[src/rtl/icc_pkg.sv]
// ----------------------------------------------------------------------------
// icc_pkg
// Shared types and constants of the clamped 3x3 RGB convolution block.
// ----------------------------------------------------------------------------
package icc_pkg;

    localparam int STORE_ROWS = 4;
    localparam int NUM_TAPS   = 9;
    localparam int NUM_CHAN   = 3;

    localparam logic [7:0] SAT_VALUE = 8'd255;

    localparam logic FUNC_PIXEL = 1'b0;
    localparam logic FUNC_DRAIN = 1'b1;

    localparam logic [2:0] REG_IMAGE_ROWS    = 3'd0;
    localparam logic [2:0] REG_IMAGE_COLS    = 3'd1;
    localparam logic [2:0] REG_COEF_TAPS_0_3 = 3'd2;
    localparam logic [2:0] REG_COEF_TAPS_4_7 = 3'd3;
    localparam logic [2:0] REG_COEF_TAP_8    = 3'd4;

    typedef logic [23:0] t_pix;
    typedef logic [NUM_TAPS-1:0][23:0] t_window;
    typedef logic [NUM_TAPS-1:0][15:0] t_taps;

    typedef struct packed {
        logic [11:0] row;
        logic [10:0] col;
        logic        last;
    } t_meta;

    typedef struct packed {
        logic       valid;
        logic [1:0] sel_up;
        logic [1:0] sel_mid;
        logic [1:0] sel_dn;
        logic       first_col;
        t_meta      meta;
    } t_emit;

    typedef struct packed {
        logic [7:0] red;
        logic [7:0] green;
        logic [7:0] blue;
        t_meta      meta;
    } t_res;

endpackage

[src/rtl/icc_ctrl.sv]
// ----------------------------------------------------------------------------
// icc_ctrl
// Input/output position counters, store write and read addressing, and the
// decision whether a transaction releases an output pixel.
// ----------------------------------------------------------------------------
module icc_ctrl #(
    parameter int MAX_COLS = 2048,
    parameter int MAX_ROWS = 4096
) (
    input  logic                        i_clk,
    input  logic                        i_rst_n,
    input  logic                        i_accept,
    input  logic                        i_func,
    input  icc_pkg::t_pix               i_pixel,
    input  logic [12:0]                 i_image_rows,
    input  logic [11:0]                 i_image_cols,
    output logic                        o_we,
    output logic [1:0]                  o_wslot,
    output logic [$clog2(MAX_COLS)-1:0] o_wcol,
    output icc_pkg::t_pix               o_wdata,
    output logic [$clog2(MAX_COLS)-1:0] o_rcol_a,
    output logic [$clog2(MAX_COLS)-1:0] o_rcol_b,
    output icc_pkg::t_emit              o_emit
);

    localparam int RW = $clog2(MAX_ROWS + 1);
    localparam int CW = $clog2(MAX_COLS + 1);
    localparam int CA = $clog2(MAX_COLS);

    logic [RW-1:0] r_in_row, n_in_row, r_out_row, n_out_row;
    logic [CW-1:0] r_in_col, n_in_col, r_out_col, n_out_col;
    logic [RW-1:0] rows, nr, up;
    logic [CW-1:0] cols, nc;
    logic          we, done, ok, last;

    always_comb begin
        if (i_image_rows == '0) begin
            rows = RW'(1);
        end else if (int'(i_image_rows) > MAX_ROWS) begin
            rows = RW'(MAX_ROWS);
        end else begin
            rows = RW'(i_image_rows);
        end
        if (i_image_cols == '0) begin
            cols = CW'(1);
        end else if (int'(i_image_cols) > MAX_COLS) begin
            cols = CW'(MAX_COLS);
        end else begin
            cols = CW'(i_image_cols);
        end
    end

    always_comb begin
        n_in_row  = r_in_row;
        n_in_col  = r_in_col;
        n_out_row = r_out_row;
        n_out_col = r_out_col;
        we        = 1'b0;
        ok        = 1'b0;
        last      = 1'b0;
        done      = 1'b0;
        if (n_in_col >= cols) begin
            n_in_col = '0;
            n_in_row = n_in_row + 1'b1;
        end
        if (n_out_col >= cols) begin
            n_out_col = '0;
            n_out_row = n_out_row + 1'b1;
        end
        o_wslot = n_in_row[1:0];
        o_wcol  = n_in_col[CA-1:0];
        nr = (n_out_row + 1'b1 < rows) ? n_out_row + 1'b1 : rows - 1'b1;
        nc = (n_out_col + 1'b1 < cols) ? n_out_col + 1'b1 : cols - 1'b1;
        up = (n_out_row == '0) ? '0 : n_out_row - 1'b1;
        o_rcol_a = nc[CA-1:0];
        o_rcol_b = n_out_col[CA-1:0];
        o_emit.sel_up    = up[1:0];
        o_emit.sel_mid   = n_out_row[1:0];
        o_emit.sel_dn    = nr[1:0];
        o_emit.first_col = (n_out_col == '0);
        o_emit.meta.row  = 12'(n_out_row);
        o_emit.meta.col  = 11'(n_out_col);
        if (n_out_row >= rows) begin
            n_in_row  = '0;
            n_in_col  = '0;
            n_out_row = '0;
            n_out_col = '0;
        end else begin
            done = (n_in_row >= rows);
            if (i_func == icc_pkg::FUNC_PIXEL && !done) begin
                we       = 1'b1;
                n_in_col = n_in_col + 1'b1;
                if (n_in_col >= cols) begin
                    n_in_col = '0;
                    n_in_row = n_in_row + 1'b1;
                end
                done = (n_in_row >= rows);
            end
            ok = done || (n_in_row > nr) || (n_in_row == nr && n_in_col > nc);
            if (ok) begin
                last = (n_out_row == rows - 1'b1) && (n_out_col == cols - 1'b1);
                if (last) begin
                    n_in_row  = '0;
                    n_in_col  = '0;
                    n_out_row = '0;
                    n_out_col = '0;
                end else begin
                    n_out_col = n_out_col + 1'b1;
                    if (n_out_col >= cols) begin
                        n_out_col = '0;
                        n_out_row = n_out_row + 1'b1;
                    end
                end
            end
        end
        o_emit.meta.last = last;
        o_emit.valid     = i_accept && ok;
        o_we             = i_accept && we;
        o_wdata          = i_pixel;
    end

    always_ff @(posedge i_clk) begin
        if (!i_rst_n) begin
            r_in_row  <= '0;
            r_in_col  <= '0;
            r_out_row <= '0;
            r_out_col <= '0;
        end else if (i_accept) begin
            r_in_row  <= n_in_row;
            r_in_col  <= n_in_col;
            r_out_row <= n_out_row;
            r_out_col <= n_out_col;
        end
    end

endmodule

[config.mk]
export PLATFORM = sky130hd
export DESIGN_NAME = icc_ctrl
export DESIGN_NICKNAME = d
export VERILOG_FILES = /design/src/rtl/icc_pkg.sv /design/src/rtl/icc_ctrl.sv
export SDC_FILE = /design/constraint.sdc
export NUM_CORES = 1
export LEC_CHECK = 0
export BUFFER_PORTS_ARGS = -buffer_cell sky130_fd_sc_hd__buf_2
export CELL_PAD_IN_SITES_DETAIL_PLACEMENT = 1
export CELL_PAD_IN_SITES_GLOBAL_PLACEMENT = 2
export CORE_MARGIN = 4
export CORE_UTILIZATION = 34
export DETAILED_ROUTE_END_ITERATION = 12
export PLACE_DENSITY_LB_ADDON = 0.1
export SYNTH_ARGS = -nofsm -noshare
export SYNTH_HDL_FRONTEND = slang
export SYNTH_SLANG_ARGS = --single-unit
[constraint.sdc]
create_clock -name i_clk -period 17.7 [get_ports i_clk]
set_input_delay 3.54 -clock i_clk [delete_from_list [all_inputs] [get_ports i_clk]]
set_output_delay 3.54 -clock i_clk [all_outputs]
set_load 0.1 [all_outputs]
# Word level (Yosys, flattened, before mapping)
# Cells that the tools add are included.
# classes
n_addsub,9
order_cmp,13
eq_ne,3
n_mux,40
n_bitwise,1
reduce_logical,12
# op_table
op,n
two-way mux 13 bit,17
two-way mux 12 bit,15
"adder 13 x 1 -> 13 bit, second input constant",4
>= comparator 12 bit,4
>= comparator 13 bit,3
== test 13 bit,2
logical NOT 13 bit,2
"adder 12 x 1 -> 12 bit, second input constant",2
logical NOT 12 bit,2
greater-than comparator 13 bit,1
"greater-than comparator 13 bit, second input constant",1
< comparator 13 bit,1
"subtractor 13 x 1 -> 13 bit, second input constant",1
== test 12 bit,1
greater-than comparator 12 bit,1
"greater-than comparator 12 bit, second input constant",1
< comparator 12 bit,1
"subtractor 12 x 1 -> 12 bit, second input constant",1
two-way mux 1 bit,7
logical AND 1 bit,5
logical OR 1 bit,2
two-way mux 2 bit,1
"subtractor 2 x 1 -> 2 bit, second input constant",1
logical NOT 1 bit,1
inverter 1 bit,1
# word_totals
reg_bits,50
in_bits,53
output_inout_bits,92

# Longest topological paths before layout
# Gate-level depths: netlist of run 1.
# logic_depth
depth_word,17
ltp_mapped,44
mapped_depth_nobuf,37

# Least setup slack after synthesis of run 1
# OpenSTA, ideal clock, no wires.
# synth_path
path_type,input to output
from,in i_image_cols[2]
to,out o_emit[31] (netlist name)
arrival_ns,14.286
t_required_ns,14.160
path_slack_ns,-0.126
stages,38
path_buffers,6
path_cell_list,or3_1 -> buf_2 -> nor2_1 -> a31oi_1 -> nor2_1 -> ha_1 -> nand2b_1 -> a2111o_1 -> and4_1 -> clkbuf_1 -> nor2_1 -> buf_2 -> nand2_1 -> inv_1 -> ha_1 -> nand3_1 -> nor3_1 -> nand3_1 -> (+2 left out) -> nand2_1 -> nor3_1 -> inv_1 -> a21oi_1 -> a311oi_1 -> clkbuf_1 -> o21ai_0 -> inv_1 -> ha_1 -> nand4_1 -> nor2_1 -> o211ai_1 -> o211ai_1 -> o2111ai_1 -> and4_1 -> clkbuf_1 -> clkbuf_1 -> nor2_1
# synth_lines
element,line_no,text
"start, declared",icc_ctrl.sv:16,"input logic [11:0] i_image_cols,"
"end, declared",icc_ctrl.sv:23,output icc_pkg::t_emit o_emit

==> impl_metrics.yaml, run 1 <==
cells_and_area:
  fin_util_pct: 37.1
  most_common_cell_after_layout_fill_and_taps_aside: "ha_1"
  layout_common_cells: "ha_1 (134), nand2_1 (115), buf_2 (96)"
  num-fill-cells: 3296
  layout.nets: 1436
  antenna-diode-count: 0
  final_cell_count_no_fill: 1585
  area_of_all_placed_cells_without_fillers_mm2: 0.00967
  flow.area_growth_from_synthesis_pct: 7.66
  share_of_layout_cells_above_drive_strength_1_pct: 11.5
placement:
  port_buffers: 96
  globalplace.congestion: 0.875
  place_area_mm2: 0.00952
  placed_cells_incl_taps: 1577
  hpwlAfterDp_um: 28100
power:
  cellPowerDensity_mw_per_mm2: 39.8
  p_comb_share_pct: 41.1
  power.clock.fraction_pct: 28.9
  switching_share_pct: 44.6
  switchingPower_mw: 0.171
  seq_power_share_pct: 30.0
  power.static_leakage_nw: 4.30
  power_report.internal_total_mw: 0.213
  vdd_drop_max_mv: 0.0341
floorplanning:
  die_height_um: 171
  core_mm2: 0.0261
  design.portCount: 145
  chipWidth_um: 171
  die_area_mm2: 0.0291
  start_util_pct: 34.5
  core.rowCount: 59
critical_path:
  cp.required_ps: 14160
  reg_to_reg_critical_path_endpoint: "r_in_row[8]$_SDFFE_PN0P_"
  worst-setup-path-type: "input port to output port"
  timing.critical_path.slowest_stage_cell: "or4_1"
  worstPathArrival_ps: 12800
  reg2regPathDepth: 36
  critPathLaunchType: "input port"
  r2r_start: "r_out_col[11]$_SDFFE_PN0P_"
  cpMostUsedCell: "nor2_1"
  worst_setup_path_end_kind: "output port"
  timing.critical_path.slowest_cell_delay_ps: 530
  timing.reg2reg.setup_slack_ps: 8790
  worst-path-max-fanout: 20
yosys:
  synth_largest_area_cell: "ha_1"
  postSynthCellCount: 1221
  yosys_warnings: 0
  asyncSetResetFlopFracSynth_pct: 0
  synth_seq_area_share_pct: 11.1
  syn_avg_cell_area_um2: 7.36
  synth-edff-count: 0
  synth_top_family_by_area: "simple AND/OR/NAND/NOR gates"
  ys.flop_type: "dfxtp_1"
  yosys_register_bits: 50
  synth_area_leaders: "ha_1 (19%), dfxtp_1 (11%), xnor2_1 (8.0%)"
  post_synth_instance_area_mm2: 0.00899
  synth.net_count: 1408
  synth_mux_area_share_pct: 3.12
  post_synth_xor_area_fraction_pct: 9.82
  synth_compound_gate_area_share_pct: 22.6
  synth_cell_type_count: 73
  synth_fa_ha_area_share_pct: 18.7
  synth_simple_gate_area_share_pct: 25.7
  yosysTopAreaCellShare_pct: 18.7
drt:
  vias_per_cell: 5.72
  drt-pass1-iter-count: 5
  routedWlPerCell_um: 21.8
  via_count: 9061
  drc_violations_left: 0
  detail_route.wirelength_um: 34500
  detail_route.iter0.violations: 509
  postRouteAntennaNets: 0
timing:
  report.final.slew_viol_count: 0
  final.period_utilization_pct: 92.3
  fin_worst_skew_ps: 12.7
  timing_worst_slew_pin_value_ps: 834
  fin_crit_ps: 16340
  final_hold_viol_count: 0
  finalSetupTns_ps: 0
  report.final.setup_viol: 0
  slew_headroom_pct: 44.2
  finalHoldWorstSlack_ps: 512
  rsz0062_at_grt: "no"
  max_freq_mhz: 61.2
status:
  outcome: "finished clean"
clocking:
  clkSinkCount: 50
  cts-root-buf: "clkbuf_16"
  clock_tree.htree_level_count: 2
  path_clk_slew_ps: 70
  ctsHoldBuffers: 0
  worstSkewPairLatency_ps: 320
  tritoncts: "yes"
  cts_setup_buffers: 0
  post_cts.resized_instances: 0
  ctsLongestPathBuffers: 2
  clock_buffers_created_by_tritoncts: 5
job:
  cap_viol_max_count: 0
min_path:
  worstHoldPathType: "register to register"
  min_from: "r_in_row[12]$_SDFFE_PN0P_"
  timing.hold.worst_path_depth: 1
  worst_hold_path.endpoint: "r_in_row[12]$_SDFFE_PN0P_"
global_routing:
  largest_net_degree_at_the_start_of_global_routing: 51
  first_global_vias: 9329
  grt_overflow: 0
  wire_length_of_the_first_global_routing_pass_um: 54800
  grt_use_total_pct: 23.7
  antenna_violations_before_repair: 0
area by class of cell:
type	count	area, µm²	share of cell area (%)
Clock buffer	6	139	1.44
Clock inverter	2	12.5	0.129
Inverter	75	282	2.91
Multi-Input combinational cell	1003	7210	74.5
Sequential cell	50	1000	10.3
Tap cell	335	419	4.33
Timing Repair Buffer	114	616	6.36
power by group through the flow:
| stage | Sequential [mW] | Clock, mW | Combinational [mW] |
|---|---|---|---|
| final | 0.115 | 0.111 | 0.158 |
| after global routing | 0.116 | 0.119 | 0.172 |
| after CTS | 0.115 | 0.114 | 0.158 |
| after detailed placement | 0.118 | 0 | 0.158 |
| after global placement | 0.118 | 0 | 0.157 |
| after floorplan | 0.117 | 0 | 0.139 |
metrics by stage:
| step | setup WS [ps] | total power, mW |
|---|---|---|
| 5_1_grt | 617 | 0.407 |
| 2_1_floorplan | 83.8 | 0.256 |
| 6_report | 1360 | 0.385 |
| 3_3_place_gp | 1410 | 0.275 |
| 3_5_place_dp | 1450 | 0.276 |
| 4_1_cts | 1410 | 0.388 |
cell families (layout without fill, tap and decap cells):
| logic type | count (synthesis) | after routing |
|---|---|---|
| compound gates | 292 | 292 |
| xor+xnor | 99 | 99 |
| fa+ha+maj | 134 | 134 |
| buf+inv | 168 | 197 |
| flops | 50 | 50 |
| mux | 27 | 27 |
| simple gates | 451 | 451 |
cells in the mapped netlist (all sizes together), types with 5 or more instances:
library cell and n:
a211oi 11, a21o 13, a21oi 58, a22o 47, a31oi 18, and2 20, and3 15, and4 8
buf 46, clkbuf 47, dfxtp 50, ha 134, inv 73, mux2 8, mux2i 19, nand2 115
nand2b 17, nand3 46, nand4 31, nand4b 5, nor2 94, nor2b 12, nor3 30, nor4 16
o2111ai 6, o211ai 10, o21a 19, o21ai 52, o22ai 5, o31ai 6, or3 10, or4 14
xnor2 82, xor2 16
registers in the layout, indices dropped and copies added (netlist names):
signal and count:
r_in_col 12, r_in_row 13, r_out_col 12, r_out_row 13
worst max path at each step:
stage,startpoint,to,cells after the start
after floorplan,i_image_cols[2],o_emit[31],33
after global placement,i_image_cols[2],o_emit[0],39
after CTS,i_image_cols[2],o_emit[0],39
final,i_image_cols[2],o_emit[0],41
after detailed placement,i_image_cols[2],o_emit[0],39
after global routing,i_image_cols[2],o_emit[0],41
worst max-delay path, delay by kind of cell:
family	cells	cell delay [ps]
buffers and inverters	8	1730
XOR/XNOR	1	170
AND/OR/NAND/NOR	19	4450
AO/OA/AOI/OAI	9	1680
adder cells (fa/ha/maj)	4	1200
routing by layer:
layer / GRT usage (%) / vias to the layer above / share of wire, %
met2: 40.4 / 180 / 47
met1: 32.2 / 4352 / 47
met4: 4.48 / 0 / 1.4
li1: - / 4504 / -
met5: 0 / - / 0
met3: 3.21 / 25 / 4.1
Power figures use the tool's default switching activity.
==> inputs of run 2 (changes only) <==
clock period = 16.13 ns   (was 17.7 ns; I/O delays follow)
==> impl_metrics.yaml, run 2 (synthesis results as in run 1) <==
status:
  outcome: "finished clean"
placement:
  place_area_mm2: 0.00961
  dpl_worst_slack_ps: 743
  hpwlAfterDp_um: 28500
  port_buffers: 96
  globalplace.congestion: 0.875
timing:
  final_hold_viol_count: 0
  slew_headroom_pct: 20.5
  max_freq_mhz: 65.0
  report.final.slew_viol_count: 0
  rsz0062_at_grt: "no"
  timing_worst_slew_pin_value_ps: 1180
  timing.final.ws_setup_ps: 748
  report.final.setup_viol: 0
  fin_worst_skew_ps: 13.3
  final.period_utilization_pct: 95.4
  finalSetupTns_ps: 0
  fin_crit_ps: 15380
global_routing:
  grt_overflow: 0
  largest_net_degree_at_the_start_of_global_routing: 51
  first_global_vias: 9216
  antenna_violations_before_repair: 0
  wire_length_of_the_first_global_routing_pass_um: 54400
  grt_use_total_pct: 23.6
min_path:
  worstHoldPathType: "register to register"
clocking:
  worstSkewPairLatency_ps: 310
  ctsHoldBuffers: 0
  post_cts.resized_instances: 0
  clkSinkCount: 50
  ctsLongestPathBuffers: 2
  tritoncts: "yes"
  cts_setup_buffers: 0
  clock_tree.htree_level_count: 2
  path_clk_slew_ps: 70
  clock_buffers_created_by_tritoncts: 5
  cts-root-buf: "clkbuf_16"
cells_and_area:
  most_common_cell_after_layout_fill_and_taps_aside: "ha_1"
  flow.area_growth_from_synthesis_pct: 8.76
  layout_common_cells: "ha_1 (134), nand2_1 (115), buf_2 (95)"
  share_of_layout_cells_above_drive_strength_1_pct: 12.4
  layout.nets: 1441
  antenna-diode-count: 0
  biggestRegsByFlops: "r_in_row x13, r_out_row x13"
  area_of_all_placed_cells_without_fillers_mm2: 0.00977
  num-fill-cells: 3279
floorplanning:
  core.rowCount: 59
  start_util_pct: 34.5
  design.portCount: 145
  die_area_mm2: 0.0291
  chipWidth_um: 171
  core_mm2: 0.0261
  die_height_um: 171
power:
  vdd_drop_max_mv: 0.0388
  power_report.internal_total_mw: 0.235
  power.static_leakage_nw: 4.35
  switchingPower_mw: 0.184
  cellPowerDensity_mw_per_mm2: 42.9
  seq_power_share_pct: 30.2
  switching_share_pct: 43.9
  p_comb_share_pct: 41.9
  power.clock.fraction_pct: 27.9
drt:
  vias_per_cell: 5.76
  drt-pass1-iter-count: 5
  drc_violations_left: 0
  via_count: 9161
  detail_route.iter0.violations: 479
  detail_route.wirelength_um: 34800
  postRouteAntennaNets: 0
  routedWlPerCell_um: 21.9
critical_path:
  worst_setup_path_end_kind: "output port"
  critPathLaunchType: "input port"
  worstPathArrival_ps: 12160
  timing.critical_path.slowest_stage_cell: "nor4b_1"
  timing.critical_path.slowest_cell_delay_ps: 680
  worst-setup-path-type: "input port to output port"
  worst-path-max-fanout: 13
  timing.reg2reg.setup_slack_ps: 7210
  cp.required_ps: 12900
job:
  cap_viol_max_count: 0
[run 2: worst max-delay path, delay by kind of cell]
kind / cells / cell delay (ps)
AO/OA/AOI/OAI: 12 / 2240
XOR/XNOR: 2 / 500
adder cells (fa/ha/maj): 4 / 1210
buffers and inverters: 6 / 1160
multiplexers: 1 / 290
AND/OR/NAND/NOR: 12 / 3550
[run 2: routing by layer]
metal	wire length (µm)	part of all wire, %	GRT usage [%]	up-vias
met5	0	0	0	-
met4	909	2.6	6.60	0
met3	1380	3.9	1.83	38
met2	16100	46	39.3	194
met1	16500	47	33.0	4435
li1	-	-	-	4494
[run 2: power by group through the flow]
stage | logic, mW | registers (mW) | clock network (mW)
4_1_cts | 0.175 | 0.127 | 0.122
3_5_place_dp | 0.175 | 0.130 | 0
6_report | 0.176 | 0.127 | 0.117
3_3_place_gp | 0.174 | 0.130 | 0
5_1_grt | 0.190 | 0.127 | 0.125
2_1_floorplan | 0.153 | 0.128 | 0
[run 2: final timing paths]
check        depth (start not counted)                        end                  startpoint
max                                 37                  o_emit[0]             i_image_cols[2]
min                                  1  r_in_row[12]$_SDFFE_PN0P_   r_in_row[12]$_SDFFE_PN0P_
max reg2reg                         25  r_out_row[0]$_SDFFE_PN0P_  r_out_col[10]$_SDFFE_PN0P_
min reg2reg                          1  r_in_row[12]$_SDFFE_PN0P_   r_in_row[12]$_SDFFE_PN0P_
[run 2: cell type report]
type | instances | area, µm² | share of cell area [%]
multi-input cells | 1003 | 7260 | 74.2
repair buffers | 119 | 668 | 6.84
inverters | 75 | 282 | 2.88
well taps | 335 | 419 | 4.29
clock buffers | 7 | 143 | 1.46
clock inverters | 1 | 5.00 | 0.0512
flip-flops and latches | 50 | 1000 | 10.2
[run 2: metrics by stage]
stage               std cells  util (%)  hold WS, ps  total power, mW
floorplan                1221         -          470            0.281
global placement         1582      36.9          486            0.304
detailed placement       1582      36.9          493            0.304
CTS                      1590      37.5          515            0.424
global route             1590      37.5          531            0.442
finish                   1590      37.5          508            0.419
